<file path="src/rtl/lr4x_pkg.sv">
// Shared constants for the two-way LR4 crossover.
package lr4x_pkg;

  localparam int SAMPLE_BITS_DEF    = 24;
  localparam int COEF_FRAC_BITS_DEF = 30;
  localparam int STATE_BITS_DEF     = 48;

  localparam int COEF_BITS      = 32;
  localparam int GUARD_BITS     = 4;
  localparam int CFG_INDEX_BITS = 3;

  // four biquads: low band stages 0,1 then high band stages 0,1
  localparam int NUM_SECTIONS = 4;
  localparam int SECT_BITS    = 2;
  localparam int ADDR_BITS    = SECT_BITS + 1;

  localparam logic [CFG_INDEX_BITS-1:0] REG_LOWPASS_B0  = 3'd0;
  localparam logic [CFG_INDEX_BITS-1:0] REG_HIGHPASS_B0 = 3'd1;
  localparam logic [CFG_INDEX_BITS-1:0] REG_FEEDBACK_A1 = 3'd2;
  localparam logic [CFG_INDEX_BITS-1:0] REG_FEEDBACK_A2 = 3'd3;

  localparam logic signed [COEF_BITS-1:0] LOWPASS_B0_RST  = 32'sd65506;
  localparam logic signed [COEF_BITS-1:0] HIGHPASS_B0_RST = 32'sd1061881271;
  localparam logic signed [COEF_BITS-1:0] FEEDBACK_A1_RST = -32'sd2123632173;
  localparam logic signed [COEF_BITS-1:0] FEEDBACK_A2_RST = 32'sd1050152790;

endpackage

</file>
<file path="src/rtl/lr4_two_way_crossover_top.sv">
// Fourth-order Linkwitz-Riley two-way crossover, one shared multiplier, state in RAM.
//
// Each accepted sample runs through two cascaded lowpass biquads and two cascaded
// highpass biquads (transposed direct form II, shared a1/a2, Q2.30 coefficients);
// low_out is the low band and high_out the negated high band, both saturated.
// The four sections run one after another, each through ST_BX, ST_Y, ST_A1,
// ST_A2 and ST_N2, paced by the single 32x24 multiplier that forms all three
// products of a section and by the registered read of the 8-entry delay RAM;
// ST_DONE then loads the output register. The next sample is taken in ST_IDLE
// once the result word is in the output register, even if it has not been taken
// yet; a new sample is not accepted before the previous one is through, and a
// stalled output word holds the next one in ST_DONE.
// Delay words clear at reset through per-entry valid bits, so no sweep is needed.
// cfg_ready is always high; coefficients must only be written while idle.
module lr4_two_way_crossover_top
  import lr4x_pkg::*;
#(
  parameter int SAMPLE_BITS    = SAMPLE_BITS_DEF,
  parameter int COEF_FRAC_BITS = COEF_FRAC_BITS_DEF,
  parameter int STATE_BITS     = STATE_BITS_DEF
) (
  input  logic                             clk,
  input  logic                             rst,
  input  logic                             in_valid,
  output logic                             in_stall,
  input  logic signed [SAMPLE_BITS-1:0]    sample_in,
  input  logic                             block_last,
  output logic                             out_valid,
  input  logic                             out_stall,
  output logic signed [SAMPLE_BITS-1:0]    low_out,
  output logic signed [SAMPLE_BITS-1:0]    high_out,
  output logic                             block_last_out,
  input  logic                             cfg_valid,
  output logic                             cfg_ready,
  input  logic [CFG_INDEX_BITS-1:0]        cfg_index,
  input  logic [COEF_BITS-1:0]             cfg_data
);

  localparam int STATE_FRAC  = STATE_BITS - SAMPLE_BITS - GUARD_BITS;
  localparam int STATE_SHIFT = COEF_FRAC_BITS - STATE_FRAC;
  localparam int PROD_W      = COEF_BITS + SAMPLE_BITS;
  localparam int ACC_A       = PROD_W + 3;
  localparam int ACC_B       = STATE_BITS + STATE_SHIFT + 1;
  localparam int ACC_W       = ((ACC_A > ACC_B) ? ACC_A : ACC_B) + 1;
  localparam int MEM_DEPTH   = 2 * NUM_SECTIONS;

  localparam logic signed [ACC_W-1:0] ONE = $signed({{(ACC_W-1){1'b0}}, 1'b1});
  localparam logic signed [ACC_W-1:0] RND_Y = ONE <<< (COEF_FRAC_BITS - 1);
  localparam logic signed [ACC_W-1:0] RND_S = ONE <<< (STATE_SHIFT - 1);
  localparam logic signed [ACC_W-1:0] SMP_MAX =
    $signed({{(ACC_W-SAMPLE_BITS+1){1'b0}}, {(SAMPLE_BITS-1){1'b1}}});
  localparam logic signed [ACC_W-1:0] SMP_MIN = ~SMP_MAX;
  localparam logic signed [ACC_W-1:0] STA_MAX =
    $signed({{(ACC_W-STATE_BITS+1){1'b0}}, {(STATE_BITS-1){1'b1}}});
  localparam logic signed [ACC_W-1:0] STA_MIN = ~STA_MAX;
  localparam logic signed [SAMPLE_BITS-1:0] OUT_MAX =
    $signed({1'b0, {(SAMPLE_BITS-1){1'b1}}});
  localparam logic signed [SAMPLE_BITS-1:0] OUT_MIN = ~OUT_MAX;
  localparam logic [SECT_BITS-1:0] LAST_LOW  = SECT_BITS'(NUM_SECTIONS / 2 - 1);
  localparam logic [SECT_BITS-1:0] LAST_SECT = SECT_BITS'(NUM_SECTIONS - 1);

  typedef enum logic [2:0] {
    ST_IDLE, ST_BX, ST_Y, ST_A1, ST_A2, ST_N2, ST_DONE
  } state_t;

  function automatic logic signed [SAMPLE_BITS-1:0] sat_sample(
    input logic signed [ACC_W-1:0] v
  );
    logic signed [ACC_W-1:0] r;
    r = (v + RND_Y) >>> COEF_FRAC_BITS;
    if (r > SMP_MAX) r = SMP_MAX;
    else if (r < SMP_MIN) r = SMP_MIN;
    return r[SAMPLE_BITS-1:0];
  endfunction

  function automatic logic signed [STATE_BITS-1:0] sat_state(
    input logic signed [ACC_W-1:0] v
  );
    logic signed [ACC_W-1:0] r;
    r = (v + RND_S) >>> STATE_SHIFT;
    if (r > STA_MAX) r = STA_MAX;
    else if (r < STA_MIN) r = STA_MIN;
    return r[STATE_BITS-1:0];
  endfunction

  state_t                          state;
  logic [SECT_BITS-1:0]            sect;
  logic signed [COEF_BITS-1:0]     lowpass_b0, highpass_b0, feedback_a1, feedback_a2;
  logic signed [SAMPLE_BITS-1:0]   x_in, sec_x, y, low_res;
  logic                            last_q;
  logic signed [PROD_W-1:0]        bx, prod;
  logic signed [COEF_BITS-1:0]     mul_a;
  logic signed [SAMPLE_BITS-1:0]   mul_b;

  // delay RAM: address {section, tap}, tap 0 = z1, tap 1 = z2
  logic signed [STATE_BITS-1:0]    mem [MEM_DEPTH];
  logic [MEM_DEPTH-1:0]            mem_ok;
  logic [ADDR_BITS-1:0]            rd_addr, wr_addr;
  logic                            mem_we;
  logic signed [STATE_BITS-1:0]    wr_data, rd_data;

  logic                            band_hi;
  logic signed [ACC_W-1:0]         z_scaled, bx2, acc_y, acc_n1, acc_n2;
  logic signed [SAMPLE_BITS-1:0]   y_next;

  assign band_hi   = sect[SECT_BITS-1];
  assign in_stall  = (state != ST_IDLE);
  assign cfg_ready = 1'b1;

  // coefficient registers
  always_ff @(posedge clk) begin
    if (rst) begin
      lowpass_b0  <= LOWPASS_B0_RST;
      highpass_b0 <= HIGHPASS_B0_RST;
      feedback_a1 <= FEEDBACK_A1_RST;
      feedback_a2 <= FEEDBACK_A2_RST;
    end else if (cfg_valid && cfg_ready) begin
      case (cfg_index)
        REG_LOWPASS_B0:  lowpass_b0  <= $signed(cfg_data);
        REG_HIGHPASS_B0: highpass_b0 <= $signed(cfg_data);
        REG_FEEDBACK_A1: feedback_a1 <= $signed(cfg_data);
        REG_FEEDBACK_A2: feedback_a2 <= $signed(cfg_data);
        default: ;
      endcase
    end
  end

  // shared multiplier, the product lands in the cycle after the operands are set
  always_comb begin
    case (state)
      ST_BX: begin
        mul_a = band_hi ? highpass_b0 : lowpass_b0;
        mul_b = sec_x;
      end
      ST_A2: begin
        mul_a = feedback_a2;
        mul_b = y;
      end
      default: begin
        mul_a = feedback_a1;
        mul_b = y;
      end
    endcase
  end

  always_ff @(posedge clk) begin
    prod <= mul_a * mul_b;
  end

  // z1 is read in ST_BX; z2 is read from ST_Y on and stays in rd_data
  assign rd_addr = {sect, (state != ST_BX)};

  always_comb begin
    z_scaled = $signed(ACC_W'(rd_data)) <<< STATE_SHIFT;
    acc_y    = $signed(ACC_W'(prod)) + z_scaled;
    bx2      = $signed(ACC_W'(bx)) <<< 1;
    acc_n1   = (band_hi ? -bx2 : bx2) - $signed(ACC_W'(prod)) + z_scaled;
    acc_n2   = $signed(ACC_W'(bx)) - $signed(ACC_W'(prod));
    y_next   = sat_sample(acc_y);
  end

  always_comb begin
    mem_we  = (state == ST_A2) || (state == ST_N2);
    wr_addr = {sect, (state == ST_N2)};
    wr_data = (state == ST_N2) ? sat_state(acc_n2) : sat_state(acc_n1);
  end

  always_ff @(posedge clk) begin
    if (mem_we) mem[wr_addr] <= wr_data;
    rd_data <= mem_ok[rd_addr] ? mem[rd_addr] : '0;
  end

  always_ff @(posedge clk) begin
    if (rst) mem_ok <= '0;
    else if (mem_we) mem_ok[wr_addr] <= 1'b1;
  end

  // sequencer, datapath registers and output word
  always_ff @(posedge clk) begin
    if (rst) begin
      state     <= ST_IDLE;
      sect      <= '0;
      out_valid <= 1'b0;
    end else begin
      // ST_DONE drives out_valid itself
      if (out_valid && !out_stall && state != ST_DONE) out_valid <= 1'b0;
      case (state)
        ST_IDLE: begin
          if (in_valid) begin
            x_in   <= sample_in;
            sec_x  <= sample_in;
            last_q <= block_last;
            sect   <= '0;
            state  <= ST_BX;
          end
        end
        ST_BX: state <= ST_Y;
        ST_Y: begin
          y     <= y_next;
          bx    <= prod;
          state <= ST_A1;
        end
        ST_A1: state <= ST_A2;
        ST_A2: state <= ST_N2;
        ST_N2: begin
          if (sect == LAST_SECT) begin
            state <= ST_DONE;
          end else begin
            if (sect == LAST_LOW) begin
              low_res <= y;
              sec_x   <= x_in;
            end else begin
              sec_x <= y;
            end
            sect  <= sect + SECT_BITS'(1);
            state <= ST_BX;
          end
        end
        ST_DONE: begin
          if (!out_valid || !out_stall) begin
            low_out        <= low_res;
            high_out       <= (y == OUT_MIN) ? OUT_MAX : -y;
            block_last_out <= last_q;
            out_valid      <= 1'b1;
            sect           <= '0;
            state          <= ST_IDLE;
          end
        end
        default: state <= ST_IDLE;
      endcase
    end
  end

  a_accept_starts: assert property (@(posedge clk) disable iff (rst)
    in_valid && !in_stall |=> state == ST_BX && sect == '0)
    else $error("accepted word did not start at section zero");

  a_write_own_phase: assert property (@(posedge clk) disable iff (rst)
    mem_we |-> wr_addr[ADDR_BITS-1:1] == sect && (state == ST_A2 || state == ST_N2))
    else $error("delay RAM written outside a section update");

  a_done_after_last: assert property (@(posedge clk) disable iff (rst)
    state == ST_N2 && sect == LAST_SECT |=> state == ST_DONE)
    else $error("last section did not finish the word");

  a_out_from_done: assert property (@(posedge clk) disable iff (rst)
    $rose(out_valid) |-> $past(state) == ST_DONE)
    else $error("output word loaded outside the done step");

endmodule
</file>
<file path="config.mk">
export PLATFORM = sky130hd
export DESIGN_NAME = lr4_two_way_crossover_top
export DESIGN_NICKNAME = d
export VERILOG_FILES = /design/src/rtl/lr4x_pkg.sv /design/src/rtl/lr4_two_way_crossover_top.sv
export SDC_FILE = /design/constraint.sdc
export NUM_CORES = 2
export LEC_CHECK = 0
export BUFFER_PORTS_ARGS = -buffer_cell sky130_fd_sc_hd__buf_2
export CAP_MARGIN = 40
export CORE_ASPECT_RATIO = 1.25
export CORE_UTILIZATION = 70
export DETAILED_ROUTE_END_ITERATION = 12
export HOLD_SLACK_MARGIN = 0.05
export PLACE_DENSITY = 0.84
export SLEW_MARGIN = 30
export SYNTH_ARGS = -nofsm -noshare
export SYNTH_HDL_FRONTEND = slang
export SYNTH_SLANG_ARGS = --single-unit
export TNS_END_PERCENT = 50
</file>
<file path="constraint.sdc">
create_clock -name clk -period 22.4 [get_ports clk]
set_input_delay 3.36 -clock clk [delete_from_list [all_inputs] [get_ports clk]]
set_output_delay 3.36 -clock clk [all_outputs]
set_load 0.01 [all_outputs]
</file>
# Word-level counts from Yosys, hierarchy flattened
# Memory sizes are Yosys's and may differ from the RTL's. A register that Yosys moved wholly into a read port is not among the register bits.
# Cells that the tools add are included.
# W data, S select, Z words.
[classes]
mul = 1
magnitude_cmp = 9
n_reduce_logical = 24
n_mux = 31
shifts = 0
bitwise = 3
div_mod_pow = 0
eq_ne = 17
addsub = 10
[ops]
columns = ["cell", "n"]
rows = [
  ["$mux W48", 5],
  ["$mux W24", 5],
  ["$pmux W32 S2", 1],
  ["$add A59 B31 Y60 const B", 1],
  ["$add A60 B11 Y60 const B", 1],
  ["$add A60 B58 Y60", 1],
  ["$mux W60", 1],
  ["$neg A57 Y60", 1],
  ["$sub A60 B56 Y60", 1],
  ["$add A56 B58 Y59", 1],
  ["$add A57 B11 Y58 const B", 1],
  ["$sub A56 B56 Y57", 1],
  ["$mul A32 B24 Y56", 1],
  ["$gt A50 B48 Y1 const B", 1],
  ["$lt A50 B48 Y1 const B", 1],
  ["$gt A48 B48 Y1 const B", 1],
  ["$lt A48 B48 Y1 const B", 1],
  ["$pmux W24 S2", 1],
  ["$mux W32", 1],
  ["$gt A30 B24 Y1 const B", 1],
  ["$lt A30 B24 Y1 const B", 1],
  ["$eq A24 B24 Y1 const B", 1],
  ["$neg A24 Y24", 1],
  ["$pmux W3 S7", 1],
  ["other kinds (28)", 63],
]
[word_totals]
regBits = 400
mem_count = 1
mem_bits_rw = 384
romBits = 0
output_inout_bits = 52
input_bits = 65
latchBits = 0
elab_cells = 114
[mem_list]
columns = ["memory", "words", "width", "read_ports", "rd_clocked_by_memory_dff", "wr", "line_no", "text"]
rows = [
  ["mem", 8, 48, 1, 1, 1, "lr4_two_way_crossover_top.sv:96", "logic signed [STATE_BITS-1:0] mem [MEM_DEPTH];"],
]

# Logic depth before layout (Yosys ltp)
[depth]
word_depth = 9
mapped_depth = 35
mapped_depth_nobuf = 31

# Worst setup path before layout
# Ideal clock, no wire load.
[synth_timing]
kind = "input to register"
start = "input rst"
end = "register bx[0] (enable)"
setup_time_ns = 0.616
slack_ns = 12.658
required_time_ns = 21.784
t_arrival_ns = 9.126
n_path_buf = 1
path_stages = 3
cell_sequence = "clkbuf_1 -> nand2b_1 -> nor3_1"
[synth_via]
elab_chain_cells = 2
[synth_rtl]
columns = ["element", "line_no", "text"]
rows = [
  ["start: declaration", "lr4_two_way_crossover_top.sv:23", "input logic rst,"],
  ["$not A1 Y1 (no line)", "-", ""],
  ["$reduce_and A2 Y1 (no line)", "-", ""],
  ["end signal: assignment", "lr4_two_way_crossover_top.sv:200", "bx <= prod;"],
  ["end: declaration", "lr4_two_way_crossover_top.sv:91", "logic signed [PROD_W-1:0] bx, prod;"],
]
# No other way between the ends.
# A chain may end at the register's enable or synchronous reset.

# Final worst setup path
[layout_timing]
start = "register state[2]"
end = "register prod[55]"
[layout_via]
elab_chain_cells = 3
word_cells_on_any_way = 5
cone_classes = "mul: 1; eq/ne: 2; mux: 2"
[layout_rtl]
columns = ["element", "line_no", "text"]
rows = [
  ["start: declaration", "lr4_two_way_crossover_top.sv:86", "state_t state;"],
  ["start signal: assignment", "lr4_two_way_crossover_top.sv:181", "state <= ST_IDLE;"],
  ["start signal: assignment", "lr4_two_way_crossover_top.sv:194", "state <= ST_BX;"],
  ["start signal: assignment", "lr4_two_way_crossover_top.sv:197", "ST_BX: state <= ST_Y;"],
  ["$eq A3 B3 Y1 / $eq A3 B1 Y1 (equally long branches)", "lr4_two_way_crossover_top.sv:130", "case (state)"],
  ["$pmux W32 S2 / $mux W24 (equally long branches)", "lr4_two_way_crossover_top.sv:130", ""],
  ["$mul A32 B24 Y56 (*)", "lr4_two_way_crossover_top.sv:147", "prod <= mul_a * mul_b;"],
  ["end signal: assignment", "lr4_two_way_crossover_top.sv:147", ""],
  ["end: declaration", "lr4_two_way_crossover_top.sv:91", ""],
]
# Mark *: on every way between the ends. The rest lies on a longest branch, timed or not.

==> reports/metrics.yaml <==
clock_tree:
  htreeDepth: 3
  clkLatencyLatePin_ns: 0.74
  postCtsHoldBufs: 0
  clock-sinks: 832
  clk_path_buf_depth: 3
  clkTransAtPathRegs_ns: 0.06
  postCtsSetupBuffers: 0
  cts_resized: 0
  cts_made_buffers: 85
  cts_tree: "built"
  cts_root_buf: "clkbuf_16"
yosys:
  synthesis.nets: 8241
  ys_warn_count: 0
  synth-main-ff-cell: "edfxtp_1"
  async_flop_share: 0
  syn_area_um2: 70500
  synthCells: 6872
  ys_seq_elements: 832
  yosysSeqAreaShare: 0.319
  synth_cell_types: 86
  synth_edf_count: 586
  syn_avg_cell_area_um2: 10.3
timing:
  fin_crit_ns: 10.66
  hold_viol_final: 0
  finClkSkew_ns: 0.0511
  rsz0062_at_grt: "no"
  slew_violations: 0
  slew_headroom: 0.355
  finalCritPeriodShare: 0.476
  worst_slack_ns: 11.74
  setup-violations-final: 0
  tightest_slew_ns: 0.965
  final.setup.tns_ns: 0
  fmax_mhz: 93.8
floorplan:
  io_pins: 117
  start_util: 0.709
  core_area_um2: 99400
  die_h_um: 357
  rows: 129
  dieArea_um2: 102000
  die_x_um: 286
finish:
  final_cell_mix: "nand2_1, inv_1, fa_1"
  drive_gt1_frac: 0.0870
  area_growth_pct: 7.84
  final_common_cell: "nand2_1"
  final_nets: 8251
  finalNonFillerCells: 8272
  design_area_um2: 76100
min_path:
  hold_path_class: "reg2reg"
outcome:
  outcome: "complete, no violations"
detailed_routing:
  viasPerCell: 6.67
  drt_first_pass_iters: 8
  drtIter0Drc: 6191
  vias: 55200
  routed_wl_mm: 240
  route.detailed.drc: 0
  ant_nets: 0
  avgRoutedWirePerCell_um: 29.1
placed_design:
  gp_congestion: 1.08
  dpl.cell_count: 8090
  place_area_um2: 72900
  dp_hpwl_mm: 178
  io_buffer_count: 115
  pre_cts_ws_ns: 11.96
worst_setup_path:
  startpoint_type: "flip-flop"
  arrival_ns: 11.28
  crit_type: "reg2reg"
  cp-end-kind: "flip-flop"
  reg2reg_slack_ns: 11.74
  cp.required_ns: 23.02
  crit_path_max_fanout: 69
global_routing:
  grt_pass1_wl_mm: 356
  grt_pass1_vias: 58100
  grt_max_degree: 129
  antenna_found_initial: 11
  grtUsageTotal: 0.483
  overflow: 0
run:
  drv_cap: 0
-- per-stage QoR --
stage | hold slack (ns) | util
global route | 0.427 | 0.765
CTS | 0.414 | 0.763
global placement | 0.401 | 0.730
finish | 0.414 | 0.765
floorplan | 0.400 | -
detailed placement | 0.405 | 0.733
-- synthesized netlist by cell type (all sizes together) (33+ instances only) --
master	number	area (µm²)
nand3	55	275
ha	472	5910
nand4	55	344
dfxtp	246	4920
inv	952	3570
fa	832	16700
nor2	537	2020
a21o	98	736
a21oi	338	1700
a221o	42	420
clkbuf	303	1140
nand3b	71	533
a221oi	44	385
mux2i	83	831
buf	35	171
o21ai	179	896
mux4	98	2210
xor2	83	727
o21bai	33	248
xnor2	173	1520
o221ai	35	307
nand2	1022	3850
o21a	35	263
nor3	45	230
edfxtp	586	17600
a31oi	39	244
-- routing by layer --
metal  routed length [µm]  up-vias  GRT usage
met5                   66        -          0
met4                25900       10      0.426
met3                28800     1312      0.150
met2               110000     3892      0.766
met1                75200    27100      0.524
li1                     -    22900          -
-- worst max-delay path: stages, from the launching register on --
cell and delay, ns:
dfxtp_1 0.72, nand2b_1 0.27, nor2_4 0.13, buf_4 0.63
nor2_4 0.25, buf_4 0.37, a221o_1 0.66, nand2b_1 0.25
inv_1 0.11, fa_1 0.64, fa_1 0.91, inv_1 0.18
fa_1 0.52, inv_1 0.56, fa_1 0.54, fa_1 0.48
fa_1 0.55, inv_1 0.06, fa_1 0.52, inv_1 0.04
ha_1 0.39, a21o_1 0.21, a211oi_1 0.26, a311oi_1 0.16
or3_1 0.47, a31o_2 0.27, a21oi_1 0.18, xnor2_1 0.15
-- worst paths after layout --
| path | cells after the start | to | start |
|---|---|---|---|
| worst max-delay path | 27 | prod[55] | state[2] |
| worst min-delay path | 0 | low_out[6] | low_res[6] |
| worst max register to register | 27 | prod[55] | state[2] |
| worst min register to register | 0 | low_out[6] | low_res[6] |
-- sequential cells by signal, summed over array words and instances, names as in the netlist --
signal	cells
block_last_out	1
bx	56
feedback_a1	32
feedback_a2	32
high_out	24
highpass_b0	32
last_q	1
low_out	24
low_res	24
lowpass_b0	32
mem	384
mem_ok	8
out_valid	1
prod	56
rd_data	48
sec_x	24
sect	2
state	3
x_in	24
y	24
-- area by class of cell --
class / instances / area, µm²
fill: 6659 / 23400
multi-input combinational: 4749 / 43400
timing repair buffer: 261 / 1890
tap: 1310 / 1640
clock buffer: 113 / 2340
inverter: 953 / 3580
clock inverter: 46 / 639
antenna: 8 / 20.0
sequential: 832 / 22500
-- logic make-up (layout without fill, tap and decap cells) --
family	count (synthesis)	in the layout	synth area share
simple gates	1992	1992	0.122
fa+ha+maj	1304	1304	0.320
buf+inv	1291	1373	0.0693
compound gates	1015	1015	0.0943
flops	832	832	0.319
xor+xnor	256	256	0.0318
mux	181	181	0.0431
other cells	1	9	0.0000532
Power is left out: the tool's default activity adds up to more than one toggle a clock period on the data nets, which glitch-free logic cannot reach.
